$ cat src/hdl/sws_pkg.sv
// shared types and constants of the stop-and-wait sender
package sws_pkg;

  localparam int unsigned CmdW      = 2;
  localparam int unsigned KindW     = 2;
  localparam int unsigned RxSeqW    = 8;
  localparam int unsigned StatusW   = 3;
  localparam int unsigned AttemptW  = 4;
  localparam int unsigned TicksW    = 16;
  localparam int unsigned CfgIdxW   = 2;
  localparam int unsigned CfgDataW  = 16;

  localparam logic [AttemptW-1:0] RetryLimitRst   = 4'd3;
  localparam logic [TicksW-1:0]   TimeoutTicksRst = 16'd3000;

  typedef enum logic [CmdW-1:0] {
    CMD_START = 2'd0,
    CMD_FRAME = 2'd1,
    CMD_TICK  = 2'd2,
    CMD_NONE  = 2'd3
  } cmd_e;

  typedef enum logic [KindW-1:0] {
    KIND_HELLO = 2'd0,
    KIND_WRQ   = 2'd1,
    KIND_DATA  = 2'd2,
    KIND_FIN   = 2'd3
  } kind_e;

  typedef enum logic [StatusW-1:0] {
    ST_TRANSMIT  = 3'd0,
    ST_WAITING   = 3'd1,
    ST_ACKED     = 3'd2,
    ST_ACKED_MSG = 3'd3,
    ST_FAILED    = 3'd4,
    ST_REJECTED  = 3'd5
  } status_e;

  typedef enum logic [CfgIdxW-1:0] {
    CFG_RETRY_LIMIT   = 2'd0,
    CFG_TIMEOUT_TICKS = 2'd1
  } cfg_idx_e;

  typedef struct packed {
    logic [CmdW-1:0]   command;
    logic [KindW-1:0]  frame_kind;
    logic              rx_is_ack;
    logic [RxSeqW-1:0] rx_seq;
    logic              rx_has_text;
  } item_t;

  typedef struct packed {
    status_e             status;
    logic                tx_seq;
    logic [AttemptW-1:0] attempt_count;
  } result_t;

  typedef struct packed {
    logic                valid;
    logic [CfgIdxW-1:0]  index;
    logic [CfgDataW-1:0] data;
  } cfg_wr_t;

endpackage

$ cat src/hdl/stop_and_wait_sender.sv
// top level of the stop-and-wait sender
// each transaction is held in the input register, and its result is then captured in the result register
// throughput: one transaction per cycle while the output is not stalled, set by the per-transaction state update
// an output stall blocks the input once the input and result registers are both full
// reset: asynchronous active low, idle with retry limit 3 and timeout 3000 ticks
module stop_and_wait_sender (
  input  logic                           clk_i,
  input  logic                           rst_ni,
  input  logic                           cfg_valid_i,
  output logic                           cfg_ready_o,
  input  logic [sws_pkg::CfgIdxW-1:0]    cfg_index_i,
  input  logic [sws_pkg::CfgDataW-1:0]   cfg_data_i,
  input  logic                           in_valid_i,
  output logic                           in_ready_o,
  input  logic [sws_pkg::CmdW-1:0]       command_i,
  input  logic [sws_pkg::KindW-1:0]      frame_kind_i,
  input  logic                           rx_is_ack_i,
  input  logic [sws_pkg::RxSeqW-1:0]     rx_seq_i,
  input  logic                           rx_has_text_i,
  output logic                           out_valid_o,
  input  logic                           out_ready_i,
  output logic [sws_pkg::StatusW-1:0]    status_o,
  output logic                           tx_seq_o,
  output logic [sws_pkg::AttemptW-1:0]   attempt_count_o
);

  sws_pkg::item_t   in_item, stage_item;
  sws_pkg::result_t eng_result, out_result;
  sws_pkg::cfg_wr_t cfg_wr;
  logic             stage_valid;
  logic             out_free;
  logic             adv;

  assign cfg_ready_o = 1'b1;
  assign cfg_wr.valid = cfg_valid_i;
  assign cfg_wr.index = cfg_index_i;
  assign cfg_wr.data  = cfg_data_i;

  assign in_item.command     = command_i;
  assign in_item.frame_kind  = frame_kind_i;
  assign in_item.rx_is_ack   = rx_is_ack_i;
  assign in_item.rx_seq      = rx_seq_i;
  assign in_item.rx_has_text = rx_has_text_i;

  assign adv = stage_valid && out_free;

  sws_in_reg u_in_reg (
    .clk_i      (clk_i),
    .rst_ni     (rst_ni),
    .in_valid_i (in_valid_i),
    .in_ready_o (in_ready_o),
    .item_i     (in_item),
    .adv_i      (adv),
    .valid_o    (stage_valid),
    .item_o     (stage_item)
  );

  sws_engine u_engine (
    .clk_i    (clk_i),
    .rst_ni   (rst_ni),
    .cfg_i    (cfg_wr),
    .adv_i    (adv),
    .item_i   (stage_item),
    .result_o (eng_result)
  );

  sws_out_reg u_out_reg (
    .clk_i       (clk_i),
    .rst_ni      (rst_ni),
    .load_i      (adv),
    .result_i    (eng_result),
    .out_ready_i (out_ready_i),
    .out_valid_o (out_valid_o),
    .free_o      (out_free),
    .result_o    (out_result)
  );

  assign status_o        = out_result.status;
  assign tx_seq_o        = out_result.tx_seq;
  assign attempt_count_o = out_result.attempt_count;

endmodule

$ cat src/hdl/sws_in_reg.sv
// input register holding one accepted transaction
module sws_in_reg (
  input  logic           clk_i,
  input  logic           rst_ni,
  input  logic           in_valid_i,
  output logic           in_ready_o,
  input  sws_pkg::item_t item_i,
  input  logic           adv_i,
  output logic           valid_o,
  output sws_pkg::item_t item_o
);

  logic           valid_q, valid_d;
  sws_pkg::item_t item_q, item_d;
  logic           load;

  assign in_ready_o = !valid_q || adv_i;
  assign load       = in_valid_i && in_ready_o;

  always_comb begin
    valid_d = valid_q;
    item_d  = item_q;
    if (load) begin
      valid_d = 1'b1;
      item_d  = item_i;
    end else if (adv_i) begin
      valid_d = 1'b0;
    end
  end

  always_ff @(posedge clk_i or negedge rst_ni) begin
    if (!rst_ni) begin
      valid_q <= 1'b0;
    end else begin
      valid_q <= valid_d;
    end
  end

  always_ff @(posedge clk_i) begin
    item_q <= item_d;
  end

  assign valid_o = valid_q;
  assign item_o  = item_q;

endmodule

$ cat src/hdl/sws_engine.sv
// protocol state, configuration registers and per-event update logic
module sws_engine (
  input  logic             clk_i,
  input  logic             rst_ni,
  input  sws_pkg::cfg_wr_t cfg_i,
  input  logic             adv_i,
  input  sws_pkg::item_t   item_i,
  output sws_pkg::result_t result_o
);

  logic [sws_pkg::AttemptW-1:0] retry_limit_q;
  logic [sws_pkg::TicksW-1:0]   timeout_ticks_q;

  logic                         busy_q, busy_d;
  logic [sws_pkg::AttemptW-1:0] attempts_q, attempts_d;
  logic [sws_pkg::TicksW-1:0]   ticks_q, ticks_d;
  logic                         cur_seq_q, cur_seq_d;
  logic                         cur_data_q, cur_data_d;
  logic                         data_seq_q, data_seq_d;
  logic                         last_seq_q, last_seq_d;

  logic [sws_pkg::AttemptW-1:0] eff_limit;
  logic [sws_pkg::TicksW-1:0]   eff_timeout;
  logic [sws_pkg::AttemptW-1:0] attempts_inc;
  logic                         seq_match;
  sws_pkg::status_e             status;
  sws_pkg::cmd_e                cmd;
  sws_pkg::kind_e               kind;

  // configuration writes
  always_ff @(posedge clk_i or negedge rst_ni) begin
    if (!rst_ni) begin
      retry_limit_q   <= sws_pkg::RetryLimitRst;
      timeout_ticks_q <= sws_pkg::TimeoutTicksRst;
    end else if (cfg_i.valid) begin
      unique case (sws_pkg::cfg_idx_e'(cfg_i.index))
        sws_pkg::CFG_RETRY_LIMIT: begin
          retry_limit_q <= cfg_i.data[sws_pkg::AttemptW-1:0];
        end
        sws_pkg::CFG_TIMEOUT_TICKS: begin
          timeout_ticks_q <= cfg_i.data[sws_pkg::TicksW-1:0];
        end
        default: begin
        end
      endcase
    end
  end

  // zero acts as one
  assign eff_limit    = (retry_limit_q == '0) ? sws_pkg::AttemptW'(1) : retry_limit_q;
  assign eff_timeout  = (timeout_ticks_q == '0) ? sws_pkg::TicksW'(1) : timeout_ticks_q;
  assign attempts_inc = attempts_q + sws_pkg::AttemptW'(1);
  assign seq_match    = (item_i.rx_seq == {{(sws_pkg::RxSeqW-1){1'b0}}, cur_seq_q});
  assign cmd          = sws_pkg::cmd_e'(item_i.command);
  assign kind         = sws_pkg::kind_e'(item_i.frame_kind);

  always_comb begin
    busy_d     = busy_q;
    attempts_d = attempts_q;
    ticks_d    = ticks_q;
    cur_seq_d  = cur_seq_q;
    cur_data_d = cur_data_q;
    data_seq_d = data_seq_q;
    last_seq_d = last_seq_q;
    status     = sws_pkg::ST_WAITING;
    unique case (cmd)
      sws_pkg::CMD_START: begin
        if (busy_q) begin
          status = sws_pkg::ST_REJECTED;
        end else begin
          case (kind)
            sws_pkg::KIND_HELLO: cur_seq_d = 1'b0;
            sws_pkg::KIND_WRQ:   cur_seq_d = 1'b1;
            sws_pkg::KIND_DATA:  cur_seq_d = data_seq_q;
            default:             cur_seq_d = !last_seq_q;
          endcase
          cur_data_d = (kind == sws_pkg::KIND_DATA);
          busy_d     = 1'b1;
          attempts_d = '0;
          ticks_d    = eff_timeout;
          status     = sws_pkg::ST_TRANSMIT;
        end
      end
      sws_pkg::CMD_FRAME: begin
        if (busy_q && item_i.rx_is_ack && seq_match) begin
          busy_d  = 1'b0;
          ticks_d = '0;
          if (item_i.rx_has_text) begin
            status = sws_pkg::ST_ACKED_MSG;
          end else begin
            status = sws_pkg::ST_ACKED;
            if (cur_data_q) begin
              last_seq_d = cur_seq_q;
              data_seq_d = !data_seq_q;
            end
          end
        end
      end
      sws_pkg::CMD_TICK: begin
        if (busy_q) begin
          if (ticks_q > sws_pkg::TicksW'(1)) begin
            ticks_d = ticks_q - sws_pkg::TicksW'(1);
          end else begin
            attempts_d = attempts_inc;
            if (attempts_inc >= eff_limit) begin
              busy_d  = 1'b0;
              ticks_d = '0;
              status  = sws_pkg::ST_FAILED;
            end else begin
              ticks_d = eff_timeout;
              status  = sws_pkg::ST_TRANSMIT;
            end
          end
        end
      end
      default: begin
        status = sws_pkg::ST_WAITING;
      end
    endcase
  end

  always_ff @(posedge clk_i or negedge rst_ni) begin
    if (!rst_ni) begin
      busy_q     <= 1'b0;
      attempts_q <= '0;
      ticks_q    <= '0;
      cur_seq_q  <= 1'b0;
      cur_data_q <= 1'b0;
      data_seq_q <= 1'b0;
      last_seq_q <= 1'b0;
    end else if (adv_i) begin
      busy_q     <= busy_d;
      attempts_q <= attempts_d;
      ticks_q    <= ticks_d;
      cur_seq_q  <= cur_seq_d;
      cur_data_q <= cur_data_d;
      data_seq_q <= data_seq_d;
      last_seq_q <= last_seq_d;
    end
  end

  assign result_o.status        = status;
  assign result_o.tx_seq        = cur_seq_d;
  assign result_o.attempt_count = attempts_d;

  a_idle_timer_clear: assert property (@(posedge clk_i) disable iff (!rst_ni)
    !busy_q |-> ticks_q == '0)
    else $error("timer running while idle");

  a_frame_end_status: assert property (@(posedge clk_i) disable iff (!rst_ni)
    (adv_i && busy_q && !busy_d) |->
      (status == sws_pkg::ST_ACKED || status == sws_pkg::ST_ACKED_MSG ||
       status == sws_pkg::ST_FAILED))
    else $error("frame ended without final status");

  a_data_toggle: assert property (@(posedge clk_i) disable iff (!rst_ni)
    !$stable(data_seq_q) |->
      $past(adv_i && status == sws_pkg::ST_ACKED && cur_data_q))
    else $error("data sequence moved without data ack");

endmodule

$ cat src/hdl/sws_out_reg.sv
// result register feeding the output channel
module sws_out_reg (
  input  logic             clk_i,
  input  logic             rst_ni,
  input  logic             load_i,
  input  sws_pkg::result_t result_i,
  input  logic             out_ready_i,
  output logic             out_valid_o,
  output logic             free_o,
  output sws_pkg::result_t result_o
);

  logic             valid_q, valid_d;
  sws_pkg::result_t result_q;

  assign free_o = !valid_q || out_ready_i;

  always_comb begin
    valid_d = valid_q;
    if (load_i) begin
      valid_d = 1'b1;
    end else if (out_ready_i) begin
      valid_d = 1'b0;
    end
  end

  always_ff @(posedge clk_i or negedge rst_ni) begin
    if (!rst_ni) begin
      valid_q <= 1'b0;
    end else begin
      valid_q <= valid_d;
    end
  end

  always_ff @(posedge clk_i) begin
    if (load_i) begin
      result_q <= result_i;
    end
  end

  assign out_valid_o = valid_q;
  assign result_o    = result_q;

endmodule
$ cat config.mk
export PLATFORM = sky130hd
export DESIGN_NAME = stop_and_wait_sender
export DESIGN_NICKNAME = d
export VERILOG_FILES = /design/src/hdl/sws_pkg.sv /design/src/hdl/stop_and_wait_sender.sv /design/src/hdl/sws_in_reg.sv /design/src/hdl/sws_engine.sv /design/src/hdl/sws_out_reg.sv
export SDC_FILE = /design/constraint.sdc
export NUM_CORES = 1
export LEC_CHECK = 0
export ABC_AREA = 1
export BUFFER_PORTS_ARGS = -buffer_cell sky130_fd_sc_hd__buf_2
export CELL_PAD_IN_SITES_DETAIL_PLACEMENT = 1
export CELL_PAD_IN_SITES_GLOBAL_PLACEMENT = 1
export CORE_MARGIN = 2
export CORE_UTILIZATION = 49
export CTS_BUF_LIST = sky130_fd_sc_hd__clkbuf_8
export CTS_CLUSTER_SIZE = 24
export DETAILED_ROUTE_END_ITERATION = 8
export PLACE_DENSITY = 0.95
export SLEW_MARGIN = 20
export SYNTH_ARGS = -nofsm -noshare
export SYNTH_HDL_FRONTEND = slang
export SYNTH_SLANG_ARGS = --single-unit
$ cat constraint.sdc
create_clock -name clk_i -period 5.25 [get_ports clk_i]
set_input_delay 0.525 -clock clk_i [delete_from_list [all_inputs] [get_ports clk_i]]
set_output_delay 0.525 -clock clk_i [all_outputs]
set_load 0.01 [all_outputs]
# Word-level counts from Yosys, hierarchy flattened
# Cells that the tools add are included.
# word_totals
ff_bits	69
output_inout_bits	11
elab_cells	89
# classes
addsub	2
magnitude_cmp	2
n_eq_ne	9
muxes	31
bitwise	2
reduce_logical	24
# ops
op	n
$mux 16	6
$pmux 16 s3	1
$gt 16x1->1 const B	1
$logic_not 16->1	1
$mux 4	4
$sub 16x1->16 const B	1
$mux 3	5
$mux 1	11
$reduce_and 5->1	2
$pmux 3 s3	1
$eq 8x1->1	1
$pmux 4 s2	1
$eq 2x1->1 const B	3
$logic_not 2->1	3
$pmux 1 s3	2
$reduce_and 3->1	2
$add 4x1->4 const B	1
$eq 2x2->1 const B	2
$ge 4x4->1	1
$logic_and 1x1->1	4
$logic_not 1->1	4
$logic_not 4->1	1
$ne 2x1->1 const B	2
$reduce_and 2->1	2
other kinds (5)	8

# Depth between registers and ports, before layout
# logic_depth
ltp_word	7
depth_mapped	14
mapped_depth_nobuf	13

# Cells and area by module
# Synthesis repeated with hierarchy kept, for this count alone.
# unflattened
cells_unflattened	453
area_unflattened_um2	3858.7
# modules_own_cells
mod	n_inst	cells_per_inst	area_each_um2
sws_engine	1	416	3089.2
sws_in_reg	1	20	465.4
sws_out_reg	1	13	285.3
stop_and_wait_sender	1	4	18.8

# Worst setup path after synthesis
# OpenSTA, ideal clock, no wires.
# synth_path
path_kind	register to register
from	register u_engine.attempts_q[0] (netlist name)
to	register u_engine.ticks_q[9] (netlist name)
setup_ns	0.116
arrival_ns	1.797
t_required_ns	5.134
setup_slack_ns	3.337
path_stages_with_launch	14
synth_period_minus_slack_ns	1.913
cell_sequence	dfrtp_1 -> ha_1 -> xor2_1 -> ha_1 -> nand2_1 -> inv_1 -> nand3_1 -> nand3_1 -> nand2_2 -> nand2_2 -> nand2_4 -> buf_6 -> nand3_2 -> nand2_2
# synth_via
elab_chain_len	6
# synth_lines
element	line	source
start, declared	sws_engine.sv:15	logic [sws_pkg::AttemptW-1:0] attempts_q, attempts_d;
start signal, assigned	sws_engine.sv:133	attempts_q <= attempts_d;
$add 4x1->4	sws_engine.sv:52	assign attempts_inc = attempts_q + sws_pkg::AttemptW'(1);
$ge 4x4->1	sws_engine.sv:105	if (attempts_inc >= eff_limit) begin
$mux 16	sws_engine.sv:105	
$mux 16	sws_engine.sv:101	if (ticks_q > sws_pkg::TicksW'(1)) begin
$mux 16	sws_engine.sv:100	if (busy_q) begin
$pmux 16 s3	sws_engine.sv:66	unique case (cmd)
end signal, assigned	sws_engine.sv:134	ticks_q <= ticks_d;
end, declared	sws_engine.sv:16	logic [sws_pkg::TicksW-1:0] ticks_q, ticks_d;
# Every way passes these cells. The select of a mux whose other input is x is not followed.
# A chain may end at the register's enable or synchronous reset.

# Worst setup path in the final report
# layout_path
from	register u_engine.attempts_q[0] (netlist name)
to	register u_engine.ticks_q[15] (netlist name)
# The elaborated chain is that of the path after synthesis.

==> reports/metrics.cfg <==
[clock_tree]
cts_tree=yes
cts_max_level=3
cts_root_buffer=clkbuf_8
clk_latency_ns=0.35
clk_path_buf_depth=2
cts_resized=0
cts_setup_buffers=0
cts_hold_buf=0
clock-sinks=69
numCtsBuffers=9
path_clk_slew_ns=0.08

[layout]
layout-drive-gt1-share_pct=27.38
final_cell_count_no_fill=606
fillers=931
num_antenna_cells=0
final_nets=547
area_growth_pct=12.56

[timing]
relSlewSlack_pct=43.26
rsz0062_at_grt=false
fmax_mhz=422.7
tightest_slew_ns=0.8486
finClkSkew_ns=0.009297
tns_ns=0
hold_violations=0
finalSetupViolCount=0
final-max-slew-violation-count=0
min_period_ns=2.366
finalCritPeriodShare_pct=45.07

[floorplan]
die_x_um=93.50
die_area_sq_mm=0.008742
std_cell_rows=32
io_pins=48
start_util_pct=50.79
die_y_um=93.50
core_sq_mm=0.007727

[global_routing]
track_usage_pct=28.87
grt_max_degree=48
grt_pass1_vias=3724
antenna_found_initial=0
grt_pass1_wl_mm=19.13
gr-total-overflow=0

[synth]
synth_seq_cells=69
syn-num-nets=500
synth_ff_type=dfrtp_1
postSynthCellCount=452
synth_compound_area_share_pct=4.782
netlist_area_sq_mm=0.003925
yosysWarnings=0
async_flop_share_pct=68.12
yosys.area_share.adder_pct=3.507
synth_area_per_cell_sq_um=8.684
synth_top_family_by_area=simple AND/OR/NAND/NOR gates
synth_edf_count=22
synthSimpleGateAreaFrac_pct=32.87
yosys.area_share.xor_xnor_pct=2.008
synth_top_area_share_pct=24.23
yosys.area.top_type=dfrtp_1
ys_seq_area_share_pct=47.08
synth_mux_area_share_pct=3.443
synth.distinct_cells=37
ys_top_cells_by_area=dfrtp_1, edfxtp_1, nand2_1, dfstp_2, nor2_1

[detailed_routing]
drt.antenna.violating_nets=0
drc=0
avgRoutedWirePerCell_um=19.70
wl_mm=11.94
first_pass_iters=5
drt_iter0_drc=303
vias=3402
vias_per_cell=5.614

[flow_run]
cap_violations=0

[critical_path]
worst-setup-path-type=flip-flop to flip-flop
critPathRequiredTime_ns=5.54
critPathLaunchType=flip-flop
crit_arrival_ns=2.66
crit_fanout=15
end_kind=flip-flop

[pwr]
p_leak_nw=2.132
peakVddDrop_mv=0.2552
power_density_mw_per_mm2=496.3

[placement]
io_buffers=46
place_hpwl_mm=7.830
gp_congestion=0.8221
placedCellCount=590

[status]
status=complete, no violations

[hold_path]
holdCritPathClass=primary input to async pin

-- routing by layer --
layer	share of wire (%)	vias to the layer above	wire, um	global-route usage (%)
met5	0	-	0	0
met4	3.9	0	464	13.36
met3	4.9	43	586	6.366
met2	51	140	6084	49.94
met1	40	1673	4803	34.09
li1	-	1546	-	-
-- cells in the final DEF (no fill, tap or decap), types with 3 or more instances in the layout --
master and instances:
nand4_1 3, xnor2_1 5, xor2_1 4, nand2_2 18
nand2_1 128, ha_1 11, buf_2 45, nor2_2 3
nand3_1 30, clkbuf_8 12, nor2_4 7, edfxtp_1 22
nor3_1 5, nand2_4 4, nor2_1 45, o21ai_0 14
mux2_2 12, inv_1 38, dfstp_2 9, inv_2 4
dfrtp_1 38, nand3_2 15, a21oi_1 16
-- flip-flops by register name, indices dropped and copies added, names as in the netlist --
signal                    count
u_in_reg.valid_o              1
u_engine.cur_seq_q            1
u_engine.ticks_q             16
u_engine.busy_q               1
u_engine.data_seq_q           1
u_out_reg.result_o            8
u_out_reg.out_valid_o         1
u_engine.cur_data_q           1
u_in_reg.item_o              14
u_engine.retry_limit_q        4
u_engine.timeout_ticks_q     16
u_engine.attempts_q           4
u_engine.last_seq_q           1
-- area by class of cell --
| type | count | area [sq um] | area share, % |
|---|---|---|---|
| Clock buffer | 12 | 165.2 | 3.738 |
| Clock inverter | 4 | 45.04 | 1.020 |
| Inverter | 43 | 166.4 | 3.767 |
| Multi-Input combinational cell | 330 | 1833 | 41.49 |
| Sequential cell | 69 | 1848 | 41.83 |
| Tap cell | 102 | 127.6 | 2.889 |
| Timing Repair Buffer | 46 | 232.7 | 5.268 |
-- power by group --
part	leakage [nW]	internal [mW]	switching, mW
Sequential	0.794	0.687	0.141
Combinational	1.22	0.295	0.598
Clock	0.114	0.257	0.214
-- path summary, 6_finish.rpt --
kind	startpoint	to	slack, ns	cells after the start
setup / recovery	u_engine.attempts_q[0]	u_engine.ticks_q[15]	2.88	10
hold / removal	rst_ni	u_engine.ticks_q[9]	0.18	1
setup reg to reg	u_engine.attempts_q[0]	u_engine.ticks_q[15]	2.88	10
hold reg to reg	u_engine.data_seq_q	u_engine.data_seq_q	0.48	1
max in group asynchronous	rst_ni	u_engine.attempts_q[3]	4.64	1
min in group clk_i	command_i[0]	u_in_reg.item_o[12]	0.35	1
-- cells by family (layout without fill, tap and decap cells) --
logic type / after synthesis / count (layout)
simple gates: 262 / 262
flops: 69 / 69
buf+inv: 53 / 105
compound gates: 35 / 35
mux: 12 / 12
fa+ha+maj: 11 / 11
xor+xnor: 9 / 9
other cells: 1 / 1
-- Yosys cell counts (2+ instances only) --
master	n
ha_1	11
xnor2_1	5
clkbuf_1	2
inv_2	4
mux2_2	12
a21oi_1	16
o21ai_0	14
nand2_4	4
inv_1	37
nand3_1	30
dfrtp_1	38
buf_4	2
edfxtp_1	22
nand3_2	15
buf_6	4
xor2_1	4
nand4_1	3
nor2_1	45
nand2_2	18
nor2_4	7
buf_2	2
nor3_1	5
nand2_1	128
dfstp_2	9
nor2_2	3
-- through the flow --
stage                     util (%)  hold WS [ns]  setup slack, ns  cell area (sq um)  power, mW
final                        57.17        0.1841            2.884               4418      2.193
after global routing         57.17        0.2226            2.735               4418      2.313
after CTS                    57.14        0.3455            2.893               4415      2.184
after detailed placement     54.42        0.4684            3.056               4205      1.663
after global placement       54.42        0.4646            3.234               4205      1.582
after floorplan                  -        0.2294            3.337               3925      1.436
-- critical path, cell delays in order, from the launching register on --
cell and delay (ns):
dfrtp_1 0.48, nand3_1 0.15, xnor2_1 0.30, ha_1 0.32, a21oi_1 0.23, nand3_1 0.16
nand2_2 0.13, nand2_2 0.07, nand2_4 0.22, nand3_1 0.15, nand2_1 0.10
Note: power is estimated with default switching activity, not from simulation.
